<file path="src/hdl/lbps_pkg.sv">
package lbps_pkg;

    // mode codes as seen on the active_mode field
    typedef enum logic [1:0] {
        MODE_OFF   = 2'd0,
        MODE_CHASE = 2'd1,
        MODE_PAIRS = 2'd2,
        MODE_ALL   = 2'd3
    } mode_t;

    // configuration register indexes
    typedef enum logic [2:0] {
        REG_LED_ON_TIME        = 3'd0,
        REG_LED_OFF_TIME       = 3'd1,
        REG_START_BEEP_ENABLE  = 3'd2,
        REG_START_BEEP_TIME    = 3'd3,
        REG_PAIR_BEEP_ON_TIME  = 3'd4,
        REG_PAIR_BEEP_OFF_TIME = 3'd5,
        REG_ALL_BEEP_ON_TIME   = 3'd6,
        REG_ALL_BEEP_OFF_TIME  = 3'd7
    } reg_idx_t;

    localparam int TIME_W  = 32;
    localparam int MODE_W  = 8;
    localparam int LEN_W   = 16;
    localparam int LED_N   = 4;
    localparam int INDEX_W = 3;

    // requests at or above this count as idle
    localparam logic [MODE_W-1:0] MODE_COUNT = 8'd4;

    localparam logic [LED_N-1:0] ALL_LEDS  = 4'hF;
    localparam logic [LED_N-1:0] PAIR_LOW  = 4'h3;
    localparam logic [LED_N-1:0] PAIR_HIGH = 4'hC;

    // reset values of the configuration registers
    localparam logic [LEN_W-1:0] RST_LED_ON_TIME        = 16'd250;
    localparam logic [LEN_W-1:0] RST_LED_OFF_TIME       = 16'd250;
    localparam logic             RST_START_BEEP_ENABLE  = 1'b0;
    localparam logic [LEN_W-1:0] RST_START_BEEP_TIME    = 16'd0;
    localparam logic [LEN_W-1:0] RST_PAIR_BEEP_ON_TIME  = 16'd200;
    localparam logic [LEN_W-1:0] RST_PAIR_BEEP_OFF_TIME = 16'd800;
    localparam logic [LEN_W-1:0] RST_ALL_BEEP_ON_TIME   = 16'd50;
    localparam logic [LEN_W-1:0] RST_ALL_BEEP_OFF_TIME  = 16'd100;

    typedef struct packed {
        logic [LEN_W-1:0] led_on_time;
        logic [LEN_W-1:0] led_off_time;
        logic             start_beep_enable;
        logic [LEN_W-1:0] start_beep_time;
        logic [LEN_W-1:0] pair_beep_on_time;
        logic [LEN_W-1:0] pair_beep_off_time;
        logic [LEN_W-1:0] all_beep_on_time;
        logic [LEN_W-1:0] all_beep_off_time;
    } cfg_t;

    typedef struct packed {
        logic [LED_N-1:0] led_levels;
        logic             buzzer_level;
        mode_t            active_mode;
    } result_t;

    // one-shot timer check, elapsed time taken modulo 2^32
    function automatic logic timer_done(
        input logic              running,
        input logic [TIME_W-1:0] start,
        input logic [LEN_W-1:0]  length,
        input logic [TIME_W-1:0] now
    );
        logic [TIME_W-1:0] elapsed;
        elapsed = now - start;
        return running && (elapsed >= {{(TIME_W-LEN_W){1'b0}}, length});
    endfunction

    // LED group lit in the given mode and step
    function automatic logic [LED_N-1:0] pattern_bits(
        input mode_t      mode,
        input logic [1:0] step
    );
        logic [LED_N-1:0] bits;
        case (mode)
            MODE_CHASE: bits = 4'b0001 << step;
            MODE_PAIRS: bits = (step == 2'd0) ? PAIR_LOW : PAIR_HIGH;
            MODE_ALL:   bits = ALL_LEDS;
            default:    bits = '0;
        endcase
        return bits;
    endfunction

endpackage

</file>
<file path="src/hdl/lbps_ifs.sv">
interface lbps_req_if;
    logic                              valid;
    logic                              ready;
    logic [lbps_pkg::TIME_W-1:0]       time_ms;
    logic [lbps_pkg::MODE_W-1:0]       mode_request;

    modport source (output valid, output time_ms, output mode_request, input ready);
    modport sink   (input valid, input time_ms, input mode_request, output ready);
endinterface

interface lbps_rsp_if;
    logic                              valid;
    logic                              ready;
    logic [lbps_pkg::LED_N-1:0]        led_levels;
    logic                              buzzer_level;
    logic [1:0]                        active_mode;

    modport source (output valid, output led_levels, output buzzer_level,
                    output active_mode, input ready);
    modport sink   (input valid, input led_levels, input buzzer_level,
                    input active_mode, output ready);
endinterface

interface lbps_cfg_if;
    logic                              valid;
    logic                              ready;
    logic [lbps_pkg::INDEX_W-1:0]      index;
    logic [lbps_pkg::LEN_W-1:0]        data;

    modport source (output valid, output index, output data, input ready);
    modport sink   (input valid, input index, input data, output ready);
endinterface

</file>
<file path="src/hdl/led_buzzer_pattern_sequencer.sv">
// LED and buzzer pattern sequencer
// req carries one item per millisecond tick or poll: time_ms and mode_request.
// rsp returns one item per request: led_levels, buzzer_level and active_mode.
// cfg writes the eight configuration registers by index and is always ready.
// It is to be used only while no request is in flight; this is not enforced.
// An accepted request is held in the input register; the step logic
// (two 32-bit elapsed-time compares and small updates) then loads the sequencer
// state and the output register together, from which the result shows on rsp.
// Throughput is one item per cycle while rsp is ready. While rsp is stalled the
// output register holds its item, the input register can still take one more
// request, and req ready drops only when both are full.
// Reset clears both registers' valid bits and the sequencer state (idle mode,
// LEDs and buzzer off, timers stopped) and loads the register reset values.
module led_buzzer_pattern_sequencer (
    input  logic        clk,
    input  logic        rst_n,
    lbps_req_if.sink    req,
    lbps_rsp_if.source  rsp,
    lbps_cfg_if.sink    cfg
);

    lbps_pkg::cfg_t                  regs;
    lbps_pkg::result_t               result;

    logic                            in_valid_reg;
    logic                            in_valid_next;
    logic [lbps_pkg::TIME_W-1:0]     time_reg;
    logic [lbps_pkg::MODE_W-1:0]     mode_req_reg;
    logic                            out_valid_reg;
    logic                            out_valid_next;
    lbps_pkg::result_t               out_reg;
    logic                            step_en;
    logic                            req_fire;

    lbps_cfg_regs u_cfg (
        .clk   (clk),
        .rst_n (rst_n),
        .cfg   (cfg),
        .regs  (regs)
    );

    lbps_core u_core (
        .clk          (clk),
        .rst_n        (rst_n),
        .step_en      (step_en),
        .time_ms      (time_reg),
        .mode_request (mode_req_reg),
        .regs         (regs),
        .result       (result)
    );

    // pipeline handshake
    assign step_en   = in_valid_reg && (!out_valid_reg || rsp.ready);
    assign req.ready = !in_valid_reg || step_en;
    assign req_fire  = req.valid && req.ready;

    always_comb
    begin
        in_valid_next  = req_fire || (in_valid_reg && !step_en);
        out_valid_next = step_en || (out_valid_reg && !rsp.ready);
    end

    // valid bits
    always_ff @(posedge clk or negedge rst_n)
    begin
        if (!rst_n)
        begin
            in_valid_reg  <= 1'b0;
            out_valid_reg <= 1'b0;
        end
        else
        begin
            in_valid_reg  <= in_valid_next;
            out_valid_reg <= out_valid_next;
        end
    end

    // item payload registers
    always_ff @(posedge clk)
    begin
        if (req_fire)
        begin
            time_reg     <= req.time_ms;
            mode_req_reg <= req.mode_request;
        end
        if (step_en)
        begin
            out_reg <= result;
        end
    end

    assign rsp.valid        = out_valid_reg;
    assign rsp.led_levels   = out_reg.led_levels;
    assign rsp.buzzer_level = out_reg.buzzer_level;
    assign rsp.active_mode  = out_reg.active_mode;

endmodule

</file>
<file path="src/hdl/lbps_cfg_regs.sv">
module lbps_cfg_regs (
    input  logic            clk,
    input  logic            rst_n,
    lbps_cfg_if.sink        cfg,
    output lbps_pkg::cfg_t  regs
);

    lbps_pkg::cfg_t regs_reg;
    lbps_pkg::cfg_t regs_next;

    // writes are always taken
    assign cfg.ready = 1'b1;
    assign regs      = regs_reg;

    // register write decode
    always_comb
    begin
        regs_next = regs_reg;
        if (cfg.valid)
        begin
            case (lbps_pkg::reg_idx_t'(cfg.index))
                lbps_pkg::REG_LED_ON_TIME:        regs_next.led_on_time        = cfg.data;
                lbps_pkg::REG_LED_OFF_TIME:       regs_next.led_off_time       = cfg.data;
                lbps_pkg::REG_START_BEEP_ENABLE:  regs_next.start_beep_enable  = cfg.data[0];
                lbps_pkg::REG_START_BEEP_TIME:    regs_next.start_beep_time    = cfg.data;
                lbps_pkg::REG_PAIR_BEEP_ON_TIME:  regs_next.pair_beep_on_time  = cfg.data;
                lbps_pkg::REG_PAIR_BEEP_OFF_TIME: regs_next.pair_beep_off_time = cfg.data;
                lbps_pkg::REG_ALL_BEEP_ON_TIME:   regs_next.all_beep_on_time   = cfg.data;
                lbps_pkg::REG_ALL_BEEP_OFF_TIME:  regs_next.all_beep_off_time  = cfg.data;
                default:                          regs_next = regs_reg;
            endcase
        end
    end

    // register file
    always_ff @(posedge clk or negedge rst_n)
    begin
        if (!rst_n)
        begin
            regs_reg.led_on_time        <= lbps_pkg::RST_LED_ON_TIME;
            regs_reg.led_off_time       <= lbps_pkg::RST_LED_OFF_TIME;
            regs_reg.start_beep_enable  <= lbps_pkg::RST_START_BEEP_ENABLE;
            regs_reg.start_beep_time    <= lbps_pkg::RST_START_BEEP_TIME;
            regs_reg.pair_beep_on_time  <= lbps_pkg::RST_PAIR_BEEP_ON_TIME;
            regs_reg.pair_beep_off_time <= lbps_pkg::RST_PAIR_BEEP_OFF_TIME;
            regs_reg.all_beep_on_time   <= lbps_pkg::RST_ALL_BEEP_ON_TIME;
            regs_reg.all_beep_off_time  <= lbps_pkg::RST_ALL_BEEP_OFF_TIME;
        end
        else
        begin
            regs_reg <= regs_next;
        end
    end

endmodule

</file>
<file path="src/hdl/lbps_core.sv">
module lbps_core (
    input  logic                          clk,
    input  logic                          rst_n,
    input  logic                          step_en,
    input  logic [lbps_pkg::TIME_W-1:0]   time_ms,
    input  logic [lbps_pkg::MODE_W-1:0]   mode_request,
    input  lbps_pkg::cfg_t                regs,
    output lbps_pkg::result_t             result
);

    typedef struct packed {
        lbps_pkg::mode_t                mode;
        logic                           started;
        logic [1:0]                     step;
        logic                           lit;
        logic                           beep;
        logic [lbps_pkg::LED_N-1:0]     pins;
        logic [lbps_pkg::TIME_W-1:0]    lt_start;
        logic [lbps_pkg::LEN_W-1:0]     lt_len;
        logic                           lt_run;
        logic [lbps_pkg::TIME_W-1:0]    bt_start;
        logic [lbps_pkg::LEN_W-1:0]     bt_len;
        logic                           bt_run;
    } seq_state_t;

    seq_state_t state_reg;
    seq_state_t state_next;

    // one step of the sequencer on the held item
    always_comb
    begin
        seq_state_t                  s;
        lbps_pkg::mode_t             req;
        logic [lbps_pkg::LEN_W-1:0]  beep_on;
        logic [lbps_pkg::LEN_W-1:0]  beep_off;

        s = state_reg;

        // out-of-range requests fold to idle
        if (mode_request >= lbps_pkg::MODE_COUNT)
            req = lbps_pkg::MODE_OFF;
        else
            req = lbps_pkg::mode_t'(mode_request[1:0]);

        beep_on  = (s.mode == lbps_pkg::MODE_ALL) ? regs.all_beep_on_time
                                                  : regs.pair_beep_on_time;
        beep_off = (s.mode == lbps_pkg::MODE_ALL) ? regs.all_beep_off_time
                                                  : regs.pair_beep_off_time;

        if (!s.started || req != s.mode)
        begin
            // mode entry: clear outputs, stop timers, arm fresh
            s.pins   = '0;
            s.beep   = 1'b0;
            s.lit    = 1'b0;
            s.lt_run = 1'b0;
            s.bt_run = 1'b0;
            s.mode   = req;
            if (req != lbps_pkg::MODE_OFF)
            begin
                s.lit      = 1'b1;
                s.lt_start = time_ms;
                s.lt_len   = regs.led_on_time;
                s.lt_run   = 1'b1;
            end
            if (regs.start_beep_enable)
            begin
                s.beep     = 1'b1;
                s.bt_start = time_ms;
                s.bt_len   = regs.start_beep_time;
                s.bt_run   = 1'b1;
            end
            s.started = 1'b1;
        end
        else if (s.mode != lbps_pkg::MODE_OFF)
        begin
            // pairs mode only knows two steps
            if (s.mode == lbps_pkg::MODE_PAIRS && s.step > 2'd1)
                s.step = 2'd0;

            // LED pattern
            if (s.lit)
                s.pins = s.pins | lbps_pkg::pattern_bits(s.mode, s.step);
            if (lbps_pkg::timer_done(s.lt_run, s.lt_start, s.lt_len, time_ms))
            begin
                s.lt_run = 1'b0;
                if (s.lit)
                begin
                    s.pins     = s.pins & ~lbps_pkg::pattern_bits(s.mode, s.step);
                    s.lit      = 1'b0;
                    s.lt_start = time_ms;
                    s.lt_len   = regs.led_off_time;
                    s.lt_run   = 1'b1;
                end
                else
                begin
                    case (s.mode)
                        lbps_pkg::MODE_CHASE: s.step = s.step + 2'd1;
                        lbps_pkg::MODE_PAIRS: s.step = (s.step == 2'd0) ? 2'd1 : 2'd0;
                        default:              s.step = s.step;
                    endcase
                    s.pins     = s.pins | lbps_pkg::pattern_bits(s.mode, s.step);
                    s.lit      = 1'b1;
                    s.lt_start = time_ms;
                    s.lt_len   = regs.led_on_time;
                    s.lt_run   = 1'b1;
                end
            end

            // buzzer rhythm, pairs and all modes
            if (s.mode != lbps_pkg::MODE_CHASE)
            begin
                if (!s.bt_run && !s.beep)
                begin
                    s.beep     = 1'b1;
                    s.bt_start = time_ms;
                    s.bt_len   = beep_on;
                    s.bt_run   = 1'b1;
                end
                if (lbps_pkg::timer_done(s.bt_run, s.bt_start, s.bt_len, time_ms))
                begin
                    s.bt_start = time_ms;
                    s.bt_run   = 1'b1;
                    if (s.beep)
                    begin
                        s.beep   = 1'b0;
                        s.bt_len = beep_off;
                    end
                    else
                    begin
                        s.beep   = 1'b1;
                        s.bt_len = beep_on;
                    end
                end
            end
        end

        state_next = step_en ? s : state_reg;
    end

    // result of the step, taken by the output register
    assign result.led_levels   = state_next.pins;
    assign result.buzzer_level = state_next.beep;
    assign result.active_mode  = state_next.mode;

    // sequencer state
    always_ff @(posedge clk or negedge rst_n)
    begin
        if (!rst_n)
        begin
            state_reg <= '{mode: lbps_pkg::MODE_OFF, default: '0};
        end
        else
        begin
            state_reg <= state_next;
        end
    end

endmodule

</file>
<file path="src/flat_wrapper.sv">
// flat-port wrapper written by rule: the top's interface ports become plain ports
module led_buzzer_pattern_sequencer_flat 
  (clk, rst_n, req_valid, req_time_ms, req_mode_request, req_ready, rsp_valid, rsp_led_levels, rsp_buzzer_level, rsp_active_mode, rsp_ready, cfg_valid, cfg_index, cfg_data, cfg_ready);
  lbps_req_if req_i ();
  lbps_rsp_if rsp_i ();
  lbps_cfg_if cfg_i ();
  input  logic clk;
  input  logic rst_n;
  input wire logic [$bits(req_i.valid)-1:0] req_valid;
  input wire logic [$bits(req_i.time_ms)-1:0] req_time_ms;
  input wire logic [$bits(req_i.mode_request)-1:0] req_mode_request;
  output wire logic [$bits(req_i.ready)-1:0] req_ready;
  output wire logic [$bits(rsp_i.valid)-1:0] rsp_valid;
  output wire logic [$bits(rsp_i.led_levels)-1:0] rsp_led_levels;
  output wire logic [$bits(rsp_i.buzzer_level)-1:0] rsp_buzzer_level;
  output wire logic [$bits(rsp_i.active_mode)-1:0] rsp_active_mode;
  input wire logic [$bits(rsp_i.ready)-1:0] rsp_ready;
  input wire logic [$bits(cfg_i.valid)-1:0] cfg_valid;
  input wire logic [$bits(cfg_i.index)-1:0] cfg_index;
  input wire logic [$bits(cfg_i.data)-1:0] cfg_data;
  output wire logic [$bits(cfg_i.ready)-1:0] cfg_ready;
  assign req_i.valid = req_valid;
  assign req_i.time_ms = req_time_ms;
  assign req_i.mode_request = req_mode_request;
  assign req_ready = req_i.ready;
  assign rsp_valid = rsp_i.valid;
  assign rsp_led_levels = rsp_i.led_levels;
  assign rsp_buzzer_level = rsp_i.buzzer_level;
  assign rsp_active_mode = rsp_i.active_mode;
  assign rsp_i.ready = rsp_ready;
  assign cfg_i.valid = cfg_valid;
  assign cfg_i.index = cfg_index;
  assign cfg_i.data = cfg_data;
  assign cfg_ready = cfg_i.ready;
  led_buzzer_pattern_sequencer u_core (.clk(clk), .rst_n(rst_n), .req(req_i), .rsp(rsp_i), .cfg(cfg_i));
endmodule
</file>
<file path="config.mk">
export PLATFORM = sky130hd
export DESIGN_NAME = led_buzzer_pattern_sequencer_flat
export DESIGN_NICKNAME = d
export VERILOG_FILES = /design/src/hdl/lbps_pkg.sv /design/src/hdl/lbps_ifs.sv /design/src/hdl/led_buzzer_pattern_sequencer.sv /design/src/hdl/lbps_cfg_regs.sv /design/src/hdl/lbps_core.sv /design/src/flat_wrapper.sv
export SDC_FILE = /design/constraint.sdc
export NUM_CORES = 1
export LEC_CHECK = 0
export ABC_CLOCK_PERIOD_IN_PS = 9610
export BUFFER_PORTS_ARGS = -buffer_cell sky130_fd_sc_hd__buf_2
export CORE_ASPECT_RATIO = 1.4
export CORE_MARGIN = 5
export CORE_UTILIZATION = 45
export CTS_BUF_LIST = sky130_fd_sc_hd__clkbuf_4 sky130_fd_sc_hd__clkbuf_8
export CTS_CLUSTER_DIAMETER = 50
export DETAILED_ROUTE_END_ITERATION = 8
export GPL_ROUTABILITY_DRIVEN = 0
export PLACE_DENSITY = 0.62
export SETUP_SLACK_MARGIN = 0.5
export SKIP_CTS_REPAIR_TIMING = 1
export SLEW_MARGIN = 10
export SYNTH_ARGS = -nofsm -noshare
export SYNTH_HDL_FRONTEND = slang
export SYNTH_SLANG_ARGS = --single-unit
</file>
<file path="constraint.sdc">
create_clock -name clk -period 9.61 [get_ports clk]
set_input_delay 0.961 -clock clk [delete_from_list [all_inputs] [get_ports clk]]
set_output_delay 0.961 -clock clk [all_outputs]
set_load 0.005 [all_outputs]
</file>
### After elaboration in Yosys (flattened, before gate mapping)

Cells that the tools add are included.

| cells by class | value |
|---|---|
| add/subtract/negate cells | 3 |
| $mul | 0 |
| div/mod/pow operators | 0 |
| $lt $le $gt $ge | 4 |
| equal/unequal tests | 14 |
| shifts and indexed selects | 2 |
| mux-type cells | 57 |
| bitwise gates (word level) | 5 |
| reduce and logical (&&, ||, !) cells | 42 |

Operators with widths:

| cell | count |
|---|---|
| $mux 49 | 8 |
| $mux 109 | 1 |
| $mux 106 | 1 |
| $mux 53 | 2 |
| $mux 104 | 1 |
| $ge 32x16->1 | 2 |
| $sub 32x32->32 | 2 |
| $mux 4 | 15 |
| $mux 16 | 3 |
| $pmux 4 s3 | 2 |
| $mux 2 | 10 |
| $reduce_and 2->1 | 9 |
| $eq 3x3->1 const B | 4 |
| $mux 1 | 11 |
| $reduce_bool 2->1 | 5 |
| $reduce_and 3->1 | 3 |
| $ge 8x3->1 const B | 1 |
| $logic_and 1x1->1 | 8 |
| $or 4x4->4 | 2 |
| $reduce_and 4->1 | 2 |
| $shl 1x2->4 const A | 2 |
| $logic_not 1->1 | 7 |
| $eq 3x2->1 const B | 2 |
| $mux 3 | 2 |
| other kinds (14) | 22 |

| word-level totals | value |
|---|---|
| register bits | 271 |
| bits in latches | 0 |
| bits in writable memories | 0 |
| memory bits (read-only) | 0 |
| logic and storage cells | 154 |
| memories | 0 |

### Longest topological paths before layout

Gate-level depths: netlist (run 1).

| depth | value |
|---|---|
| word-level depth | 25 |
| gate-level depth with buffers | 26 |
| depth with buffers taken out | 23 |

### By module

From an unflattened synthesis (run 1), not the netlist that was laid out.

| unflattened totals | value |
|---|---|
| cell total of the unflattened synthesis | 1,802 |
| area, all modules | 18,169.9 µm² |

By module, submodules not included:

| module | instances | cells each | area each (µm²) |
|---|---|---|---|
| lbps_core | 1 | 1,498 | 12,259.3 |
| lbps_cfg_regs | 1 | 249 | 4,395.5 |
| led_buzzer_pattern_sequencer | 1 | 55 | 1,515.2 |

### Least setup slack after synthesis (run 1)

No wires, ideal clock.

| timing | value |
|---|---|
| kind | register to register |
| start point | register u_core.u_core.state_reg[0] in the netlist's numbering |
| end point | register u_core.u_core.state_reg[47] in the netlist's numbering |
| setup time | 0.126 ns |
| arrival time | 5.749 ns |
| required time | 9.484 ns |
| path slack | 3.735 ns |
| cell stages (with the launch flop) | 25 |
| path buffers | 3 |
| clock period less this slack | 5.875 ns |
| path through | dfrtp_1 nor2_1 clkbuf_1 buf_1 mux2_2 ha_1 inv_1 fa_1 a21o_1 a221o_1 a221oi_2 nand2_1 xor2_1 ha_1 a21o_1 a221oi_1 nand3b_1 mux2i_1 o2111ai_1 or4_4 nor4_4 nor2_4 buf_6 mux2i_1 a221o_1 |

| between the ends | value |
|---|---|
| longest elaborated chain between the ends | 13 |

RTL lines:

| element | line | source |
|---|---|---|
| start: declaration | lbps_core.sv:26 | `seq_state_t state_reg;` |
| start signal: assignment | lbps_core.sv:155 | `state_reg <= state_next;` |
| $logic_not 1->1 | lbps_core.sv:113 | `if (!s.bt_run && !s.beep)` |
| $logic_and 1x1->1 | lbps_core.sv:113 |  |
| $mux 49 (*) | lbps_core.sv:113 |  |
| $mux 49 (*) | lbps_core.sv:111 | `if (s.mode != lbps_pkg::MODE_CHASE)` |
| $mux 49 (*) | lbps_core.sv:75 | `else if (s.mode != lbps_pkg::MODE_OFF)` |
| $mux 49 (*) | lbps_core.sv:50 | `if (!s.started \|\| req != s.mode)` |
| $sub 32x32->32 | lbps_pkg.sv:71 | `elapsed = now - start;` |
| $ge 32x16->1 | lbps_pkg.sv:72 | `return running && (elapsed >= {{(TIME_W-LEN_W){1'b0}}, length});` |
| $logic_and 1x1->1 | lbps_pkg.sv:72 |  |
| $mux 49 (*) | lbps_core.sv:120 | `if (lbps_pkg::timer_done(s.bt_run, s.bt_start, s.bt_len, time_ms))` |
| $mux 49 (*) | lbps_core.sv:111 |  |
| $mux 106 (*) | lbps_core.sv:75 |  |
| $mux 104 (*) | lbps_core.sv:50 |  |

Mark *: on every way between the ends. The rest lies on a longest branch, timed or not. The select of a mux whose other input is x is not followed.
A chain may end at the register's enable or synchronous reset.

### Final worst setup path (run 1)

Same ends and word-level chain as after synthesis.

==> results of run 1 <==
per-stage QoR:
stage,hold WS [ns],setup WS [ns],utilization [%]
2_1_floorplan,0.435,3.73,-
3_3_place_gp,0.466,3.14,47.4
3_5_place_dp,0.476,3.04,47.4
4_1_cts,0.399,3.01,50.3
5_1_grt,0.429,2.61,50.3
6_report,0.398,3.07,50.3
final timing paths:
check / from / end / slack, ns / cells past startpoint
worst max-delay path: u_core.u_core.state_reg[0] / u_core.u_core.state_reg[47] / 3.07 / 21
worst min-delay path: rst_n / u_core.u_core.state_reg[43] / 0.40 / 1
worst max register to register: u_core.u_core.state_reg[0] / u_core.u_core.state_reg[47] / 3.07 / 21
worst min register to register: u_core.u_core.state_reg[82] / u_core.u_core.state_reg[82] / 0.49 / 1
max in group asynchronous: rst_n / u_core.u_core.state_reg[20] / 7.71 / 2
min in group clk: u_core.u_core.state_reg[82] / u_core.u_core.state_reg[82] / 0.49 / 1
power by group:
group          total [mW]  switching, mW  internal (mW)  leakage (nW)
combinational       0.988          0.535          0.453          5.22
sequential           1.53          0.128           1.40          3.06
clock                1.21          0.497          0.716         0.575
total                3.73           1.16           2.57          8.85
cell type report:
type	instances	share of cell area (%)
Clock inverter	12	0.968
Multi-Input combinational cell	1188	49.4
Inverter	91	1.81
Sequential cell	271	37.4
Timing Repair Buffer	86	2.52
Tap cell	473	3.14
Clock buffer	74	4.84
cells by family after synthesis:
group	synth area share, %
buffers and inverters	4.39
other	0.0220
XOR/XNOR	2.21
flip-flops	41.3
AO/OA/AOI/OAI	15.1
multiplexers	16.6
AND/OR/NAND/NOR	12.8
adder cells (fa/ha/maj)	7.50
layout by cell type, fill, tap and decap left out, types with 27 or more instances in the layout:
cell,instances
a21o_1,27
a21oi_1,106
edfxtp_1,47
and3_1,58
mux2i_1,102
nand2_1,108
nor2_1,63
xnor2_1,27
mux2_2,121
inv_1,90
ha_1,98
clkbuf_8,57
nand3_1,58
o21ai_0,64
dfrtp_1,200
buf_2,71
routing by layer:
layer	share of wire [%]	up-vias	track usage [%]
met3	5.2	73	3.10
met5	0	-	0
met4	2.7	0	6.69
li1	-	6233	-
met2	50	419	39.0
met1	42	6604	27.7
cell usage after synthesis (10+ instances only):
library cell,count
a211oi_1,10
a21o_1,27
a21oi_1,106
a221o_1,26
a31oi_1,11
a32oi_1,14
and2_1,10
and3_1,58
buf_2,11
clkbuf_1,65
dfrtp_1,200
dfstp_2,24
edfxtp_1,47
ha_1,99
inv_1,91
mux2_2,121
mux2i_1,102
mux4_2,16
nand2_1,109
nand2b_1,12
nand3_1,58
nand4_1,20
nor2_1,65
nor3_1,22
o21a_1,11
o21ai_0,65
or3_1,19
xnor2_1,27
xor2_1,16
worst reg2reg max path: cells and delay by family (launching register included):
| kind | cells | cell delay, ns |
|---|---|---|
| flops | 1 | 0.46 |
| xor+xnor | 1 | 0.17 |
| buf+inv | 2 | 1.03 |
| compound gates | 5 | 1.24 |
| fa+ha+maj | 2 | 0.65 |
| simple gates | 8 | 2.15 |
| mux | 3 | 0.70 |
==> metrics.txt, run 1 <==
status finished, final reports clean; placed cell count 2109; Via density 6.07; DP Area 0.0178 sq mm; mapped cell area 0.0171 sq mm; H-Tree Depth 2; Most common cell on crit path mux2i_1; setup tns final 0 ns; remaining antenna violation count 0; Syn. warnings 0; clock sinks 271; Slew @ Worst Pin 1.28 ns; largest net degree at the start of global routing 88; fraction of registers with async set/reset 82.7%; clk_lat worst skew 0.60 ns; wirelength, routed 46.5 mm; Max Clock Skew 0.0260 ns; antenna fix cells 0; max FFs per register 113; fillers 3445; syn nets 1808; starting density of the core 45.5%; cell family with most CP delay simple AND/OR/NAND/NOR gates; CTS tree yes; Synth area leaders dfrtp_1 (29%), edfxtp_1 (8.3%), mux2_2 (8.0%); Post-synth EDFFs 47; multi-input logic area 0.00931 sq mm; crit start category flop; slowest stage delay, CP 0.65 ns; Max Slew Vio Count 0; CP arrival 7.00 ns; register area 0.00705 sq mm; FF+latch count, synth 271; Synth Flop Type dfrtp_1; Power Total 3.73 mW; CTS Buffer Depth 3; kind of critical path reg2reg; antenna violations before repair 0; Final Non-Filler Cells 2195; Leakage 8.85 nW; Post-Syn Instances 1643; crit-path max FO 53; Tcrit/Tclk final 68.0%; Fmax achieved 153 MHz; Cell variety after synth 86; Final Hold Vio Count 0; clk slew on worst S/H paths 0.06 ns; Avg Inst Size Synth 10.4 sq um; routed vias 13329; Final nets 1849; Synth area leader dfrtp_1; first-pass GRT wire length 74.2 mm; DP HPWL 32.9 mm; total gr overflow 0; Initial DRT Pass Iterations 7; Die X 175 um; post-synth top area share 29.3%; RSZ-0062 raised after global routing false; Ports 74; max capacitance violation total 0; setup violators final 0; # port buffers 72; Root Buffer clkbuf_8; FP Rows 84; DRC violations left 0; Final Cell Area 0.0189 sq mm; crit-path cells nor2_4, buf_4, mux2i_1, ha_1, and4_1, and3_1, a221oi_2, nand2_1, xor2_1, ha_1, a21o_1, a221oi_1, nand3_1, mux2i_1, o2111ai_1, or4_4, nor4_4, nor2_4, buf_4, mux2i_1, a221o_1; cts bufs inserted 46; vias in the first global route 13449; Core Region 0.0375 sq mm; mean routed wirelength per cell 21.2 um; DIE HEIGHT 240 um; Rel. slew slack 14.1%; sequential share of the synthesized area 41.3%; All-Layer GR Usage 21.9%; share of layout cells above drive strength 1 21.1%; min cycle time layout 6.54 ns; worst hold path type in2async; Iter 0 DRT Violations 929; WP buf/inv 2; Max stage delay cell, worst path buf_4; peak supply drop 126 uV; Crit. End Element flop; Pwr Density 198 mW/mm^2; Area growth syn-to-layout 10.6%; area of the die 0.0419 sq mm; Worst EP required 10.08 ns
Power figures use the tool's default switching activity.
==> run 2: changes to the inputs <==
--- a/config.mk
+++ b/config.mk
@@ -5,7 +5,8 @@
 export SDC_FILE = /design/constraint.sdc
 export NUM_CORES = 1
 export LEC_CHECK = 0
-export ABC_CLOCK_PERIOD_IN_PS = 9610
+export ABC_AREA = 1
+export ABC_CLOCK_PERIOD_IN_PS = 6040
 export BUFFER_PORTS_ARGS = -buffer_cell sky130_fd_sc_hd__buf_2
 export CORE_ASPECT_RATIO = 1.4
 export CORE_MARGIN = 5
==> constraint.sdc (replaced) <==
create_clock -name clk -period 6.04 [get_ports clk]
set_input_delay 0.604 -clock clk [delete_from_list [all_inputs] [get_ports clk]]
set_output_delay 0.604 -clock clk [all_outputs]
set_load 0.005 [all_outputs]
==> metrics.txt, run 2 <==
violated checks negative hold slack; Synth area leaders dfrtp_1 (27%), nand2_1 (19%), edfxtp_1 (7.6%); DIE HEIGHT 250 um (+4.2%); setup violators final 0 (unchanged); Worst R2R Path Depth 25 (+19%); mean routed wirelength per cell 16.5 um (-22%); most frequent cells in the layout nand2_1 (965), inv_1 (312), nand3_1 (207), dfrtp_1 (200), o21ai_0 (196); Worst Slack Setup Final 0.993 ns (-2.08 ns); share of layout cells above drive strength 1 9.38% (-12 points); worst hold path type in2async; Pwr Density 383 mW/mm^2 (+94%); total gr overflow 0 (unchanged); clk_lat worst skew 0.62 ns (+0.02 ns); RSZ-0062 raised after global routing false; Worst EP required 6.57 ns (-3.51 ns); antenna violations before repair 1 (+1); wire length on met3 2.60 mm (+7.3%); All-Layer GR Usage 23.2% (+1.3 points); slowest stage delay, CP 0.52 ns (-0.13 ns); Post-Syn Instances 2684 (+63%); CTS Buffer Depth 3 (unchanged); sequential share of the synthesized area 37.9% (-3.4 points); DP HPWL 38.8 mm (+18%); clock sinks 271 (unchanged); FF+latch count, synth 271 (unchanged); fraction of registers with async set/reset 82.7% (unchanged); remaining antenna violation count 0 (unchanged); Max Clock Skew 0.0433 ns (+0.0173 ns); Die X 182 um (+4.1%); min cycle time layout 5.05 ns (-1.49 ns); WHS -0.0269 ns (-0.425 ns); most frequent cell after synthesis nand2_1; met2 WL 25.6 mm (+9.1%); Final Non-Filler Cells 3302 (+50%); Crit. End Element flop; Core Util, Final 49.6% (-0.64 points); DR top layer met4; H-Tree Depth 2 (unchanged); area of the die 0.0455 sq mm (+8.5%); syn nets 2849 (+58%); met1 wire length 22.9 mm (+18%); DRC violations left 0 (unchanged); WP buf/inv 2 (unchanged); Final Hold Vio Count 5 (+5); Post-synth EDFFs 47 (unchanged); wirelength, routed 54.4 mm (+17%); crit start category flop; starting density of the core 45.2% (-0.22 points); Max stage delay cell, worst path nand2_4; CTS tree yes; Cell variety after synth 50 (-42%); Max Slew Vio Count 0 (unchanged); Synth area leader dfrtp_1; Core Region 0.0411 sq mm (+9.5%); # port buffers 72 (unchanged); Final nets 2888 (+56%); fillers 4172 (+21%); Ports 74 (unchanged); mapped cell area 0.0186 sq mm (+8.9%); Area growth syn-to-layout 9.72%; kind of critical path reg2reg; Iter 0 DRT Violations 1217 (+31%); setup tns final 0 ns (unchanged); Syn. warnings 0 (unchanged); clk slew on worst S/H paths 0.06 ns (about the same); placed cell count 3213 (+52%); DP Worst Slack 1.03 ns (-2.00 ns); first-pass GRT wire length 86.7 mm (+17%); Slew @ Worst Pin 1.06 ns (-0.225 ns); CP arrival 5.58 ns (-1.42 ns); routed vias 17381 (+30%); vias in the first global route 16905 (+26%); RR Endpoint u_core.u_core.state_reg[82]; Leakage 10.6 nW (+19%); peak supply drop 218 uV (+74%); reg-to-reg critical path startpoint u_core.time_reg[0]; Initial DRT Pass Iterations 8 (+1); Most common cell on crit path nand2_1; max FFs per register 113 (unchanged); R2R Setup Slk 0.99 ns (-2.08 ns); Via density 5.26 (-13%); post-synth top area share 26.9% (-2.4 points); Root Buffer clkbuf_8; max capacitance violation total 0 (unchanged); Avg Inst Size Synth 6.92 sq um (-33%); cell family with most CP delay simple AND/OR/NAND/NOR gates; largest net degree at the start of global routing 137 (+56%); cts bufs inserted 47 (+2.2%); FP Rows 88 (+4.8%); Fmax achieved 198 MHz (+29%); most common cell after layout, fill and taps aside nand2_1; Tcrit/Tclk final 83.6% (+16 points); synth cell count leaders nand2_1 (965), inv_1 (313), nand3_1 (208); crit-path max FO 49 (-7.5%); Rel. slew slack 29.4% (+15 points); status finished with violations; Synth Flop Type dfrtp_1
-- run 2: cell count changes after synthesis, sizes merged, moves of 25 or more --
cell and delta:
nand2 +862, inv +232, nand3 +153, o21ai +131, mux2 -129, mux2i -97
nor2 +79, and3 -57, a21boi +48, a21oi +32, or2 +31, a221o -26
xnor2 -25
-- run 2: power breakdown --
group	switching (mW)	leakage (nW)	internal, mW	total, mW
registers	0.214	3.24	2.24	2.46
clock network	0.816	0.535	0.980	1.80
logic	2.27	6.79	1.29	3.56
total	3.30	10.6	4.51	7.81
-- run 2: logic make-up (layout without fill, tap and decap cells) --
kind of cell / after synthesis / after routing / share of synthesized area, %
other: 1 / 2 / 0.0202
muxes: 5 / 5 / 0.269
buffers and inverters: 429 / 505 / 9.10
adders and majority gates: 101 / 101 / 6.88
xor gates and xnor gates: 32 / 32 / 1.51
AOI/OAI and AO/OA: 417 / 417 / 12.3
DFF: 271 / 271 / 37.9
and+or+nand+nor: 1428 / 1429 / 32.0
-- run 2: per-stage QoR --
stage / total power, mW / instance area (sq um)
after floorplan: 5.06 / 18600
after global placement: 5.90 / 19400
after detailed placement: 5.99 / 19400
after CTS: 7.83 / 20400
after global routing: 8.48 / 20400
final: 7.81 / 20400
-- run 2: final cells by class --
type	count	area, sq um	area share, %
Clock inverter	11	78.8	0.387
Multi-Input combinational cell	1985	9890	48.5
Tap cell	540	676	3.31
Sequential cell	271	7050	34.6
Clock buffer	76	927	4.55
Antenna cell	1	2.50	0.0123
Inverter	328	1230	6.04
Timing Repair Buffer	90	534	2.62
-- run 2: worst register-to-register path, cell delays in order (launching register included) --
cell and delay (ns):
edfxtp_1 0.43, inv_1 0.14, ha_1 0.22, inv_1 0.11, fa_1 0.50, nand3_1 0.11
nand3_1 0.14, nand2_1 0.11, nand2_2 0.09, nand2_1 0.07, nand2_1 0.08, xor2_1 0.16
ha_1 0.29, nand2_1 0.08, nor2_1 0.05, a211oi_1 0.21, nand2_1 0.10, nor2_1 0.10
nand3_1 0.07, nor2_1 0.11, nand3_2 0.46, nand3_2 0.30, nand2_4 0.26, nand2_4 0.54
nand2_1 0.17, nand2_1 0.09
-- run 2: worst max path at each step --
stage | start | end | cells past startpoint
6_report | u_core.time_reg[0] | u_core.u_core.state_reg[82] | 25
5_1_grt | u_core.time_reg[0] | u_core.u_core.state_reg[93] | 25
4_1_cts | u_core.u_core.state_reg[102] | u_core.u_core.state_reg[11] | 24
3_5_place_dp | u_core.u_core.state_reg[102] | u_core.u_core.state_reg[15] | 24
3_3_place_gp | u_core.u_core.state_reg[102] | u_core.u_core.state_reg[18] | 24
2_1_floorplan | u_core.u_core.state_reg[102] | u_core.u_core.state_reg[28] | 28
-- run 2: layer usage --
metal / GRT usage (%) / vias to the layer above
met4: 12.1 / 0
li1: - / 8672
met2: 39.2 / 506
met5: 0 / -
met3: 3.18 / 149
met1: 28.6 / 8054
==> run 3: changes to the inputs <==
--- a/config.mk
+++ b/config.mk
@@ -6,7 +6,7 @@
 export NUM_CORES = 1
 export LEC_CHECK = 0
 export ABC_AREA = 1
-export ABC_CLOCK_PERIOD_IN_PS = 6040
+export ABC_CLOCK_PERIOD_IN_PS = 5100
 export BUFFER_PORTS_ARGS = -buffer_cell sky130_fd_sc_hd__buf_2
 export CORE_ASPECT_RATIO = 1.4
 export CORE_MARGIN = 5
==> constraint.sdc (replaced) <==
create_clock -name clk -period 5.1 [get_ports clk]
set_input_delay 0.51 -clock clk [delete_from_list [all_inputs] [get_ports clk]]
set_output_delay 0.51 -clock clk [all_outputs]
set_load 0.005 [all_outputs]
==> metrics.txt, run 3 (synthesis results as in run 2) <==
setup tns final 0 ns (unchanged); Max Slew Vio Count 0 (unchanged); H-Tree Depth 2 (unchanged); Leakage 10.8 nW (+2.2%); min cycle time layout 4.38 ns (-0.663 ns); CTS tree yes; multi-input logic area 0.0100 sq mm (+1.5%); RSZ-0062 raised after global routing true; Final nets 2908 (+0.69%); Die X 182 um (unchanged); reg-to-reg critical path startpoint u_core.u_core.state_reg[102]; Via density 5.34 (+1.4%); register area 0.00705 sq mm (about the same); clk_lat worst skew 0.62 ns (about the same); Worst R2R Path Depth 28 (+12%); wirelength, routed 56.5 mm (+4.0%); DP Area 0.0194 sq mm (about the same); antenna violations before repair 1 (unchanged); first-pass GRT wire length 87.6 mm (+1.1%); Core Region 0.0411 sq mm (unchanged); most frequent cells in the layout nand2_1 (958), inv_1 (312), nand3_1 (207), dfrtp_1 (199), o21ai_0 (194); slowest stage delay, CP 0.43 ns (-0.09 ns); CP arrival 4.87 ns (-0.71 ns); R2R Setup Slk 0.72 ns (-0.28 ns); clk slew on worst S/H paths 0.07 ns (about the same); hold path start req_mode_request[5]; Most common cell on crit path nand3_1; CTS Buffer Depth 3 (unchanged); mean routed wirelength per cell 17.0 um (+3.4%); DRC violations left 0 (unchanged); status finished, final reports clean; starting density of the core 45.2% (unchanged); Rel. slew slack 28.8% (-0.58 points); vias in the first global route 16739 (-0.98%); worst hold path type in2reg; Worst Setup SP u_core.u_core.state_reg[102]; Ports 74 (unchanged); Power Total 9.72 mW (+24%); Final Hold Vio Count 0 (-5); Worst EP required 5.59 ns (-0.98 ns); area of the die 0.0455 sq mm (unchanged); crit-path max FO 19 (-61%); Max Clock Skew 0.0384 ns (-0.00493 ns); crit start category flop; clock sinks 271 (unchanged); Area growth syn-to-layout 12.5%; largest net degree at the start of global routing 133 (-2.9%); # port buffers 72 (unchanged); Initial DRT Pass Iterations 6 (-2); Final Cell Area 0.0209 sq mm (+2.6%); peak supply drop 214 uV (-1.5%); cts bufs inserted 47 (unchanged); RR Endpoint u_core.u_core.state_reg[15]; setup violators final 0 (unchanged); share of layout cells above drive strength 1 10.7% (+1.3 points); Tcrit/Tclk final 86.0% (+2.4 points); FP Rows 88 (unchanged); max FFs per register 113 (unchanged); Fmax achieved 228 MHz (+15%); most common cell after layout, fill and taps aside nand2_1; Setup crit end u_core.u_core.state_reg[15]; Crit. End Element flop; max capacitance violation total 0 (unchanged); Max stage delay cell, worst path dfrtp_2; Core Util, Final 50.9% (+1.3 points); Slew @ Worst Pin 1.07 ns (+0.00873 ns); DP HPWL 38.8 mm (+0.12%); Iter 0 DRT Violations 1362 (+12%); remaining antenna violation count 0 (unchanged); routed vias 17727 (+2.0%); total gr overflow 0 (unchanged); Pwr Density 465 mW/mm^2 (+21%); All-Layer GR Usage 23.5% (+0.30 points); Root Buffer clkbuf_8; DIE HEIGHT 250 um (unchanged); fillers 4104 (-1.6%); kind of critical path reg2reg
[run 3: worst min path at each step]
stage	endpoint	slack (ns)	cells past startpoint
floorplan	u_core.in_valid_reg	0.21	0
global placement	u_core.u_core.state_reg[67]	0.45	2
detailed placement	u_core.u_core.state_reg[68]	0.46	2
CTS	u_core.u_core.state_reg[46]	-0.07	1
global route	u_core.mode_req_reg[4]	0.04	1
finish	u_core.mode_req_reg[5]	0.06	1
[run 3: layer usage]
metal / vias to the layer above / global-route usage [%] / wire, um
met2: 600 / 40.2 / 27200
met5: - / 0 / 0
met3: 138 / 3.46 / 3270
met1: 8266 / 29.6 / 23600
met4: 0 / 9.53 / 2460
li1: 8723 / - / -
[run 3: critical path, delay by kind of cell, from the launching register on]
family,cells,cell delay [ns]
buffers and inverters,4,0.64
XOR/XNOR,1,0.23
AND/OR/NAND/NOR,17,1.90
flip-flops,1,0.43
AO/OA/AOI/OAI,3,0.33
adder cells (fa/ha/maj),3,0.69
[run 3: layout make-up]
cell class / count / area share, %
inverter: 328 / 5.89
clock inverter: 16 / 0.838
multi-input combinational: 1986 / 48.0
timing repair buffer: 109 / 4.07
sequential: 271 / 33.7
antenna: 1 / 0.0120
clock buffer: 71 / 4.26
tap: 540 / 3.23
[run 3: per-stage QoR]
stage / std cells / hold slack, ns / worst slack, ns
6_report: 3322 / 0.0633 / 0.715
3_3_place_gp: 3214 / 0.454 / 0.385
3_5_place_dp: 3214 / 0.458 / 0.327
2_1_floorplan: 2684 / 0.214 / 0.947
5_1_grt: 3322 / 0.0393 / 0.460
4_1_cts: 3301 / -0.0730 / 0.280
[run 3: where the power goes]
part,total (mW),switching (mW),internal [mW]
sequential,2.90,0.244,2.66
clock,2.25,0.976,1.28
combinational,4.56,2.86,1.70
total,9.72,4.08,5.64
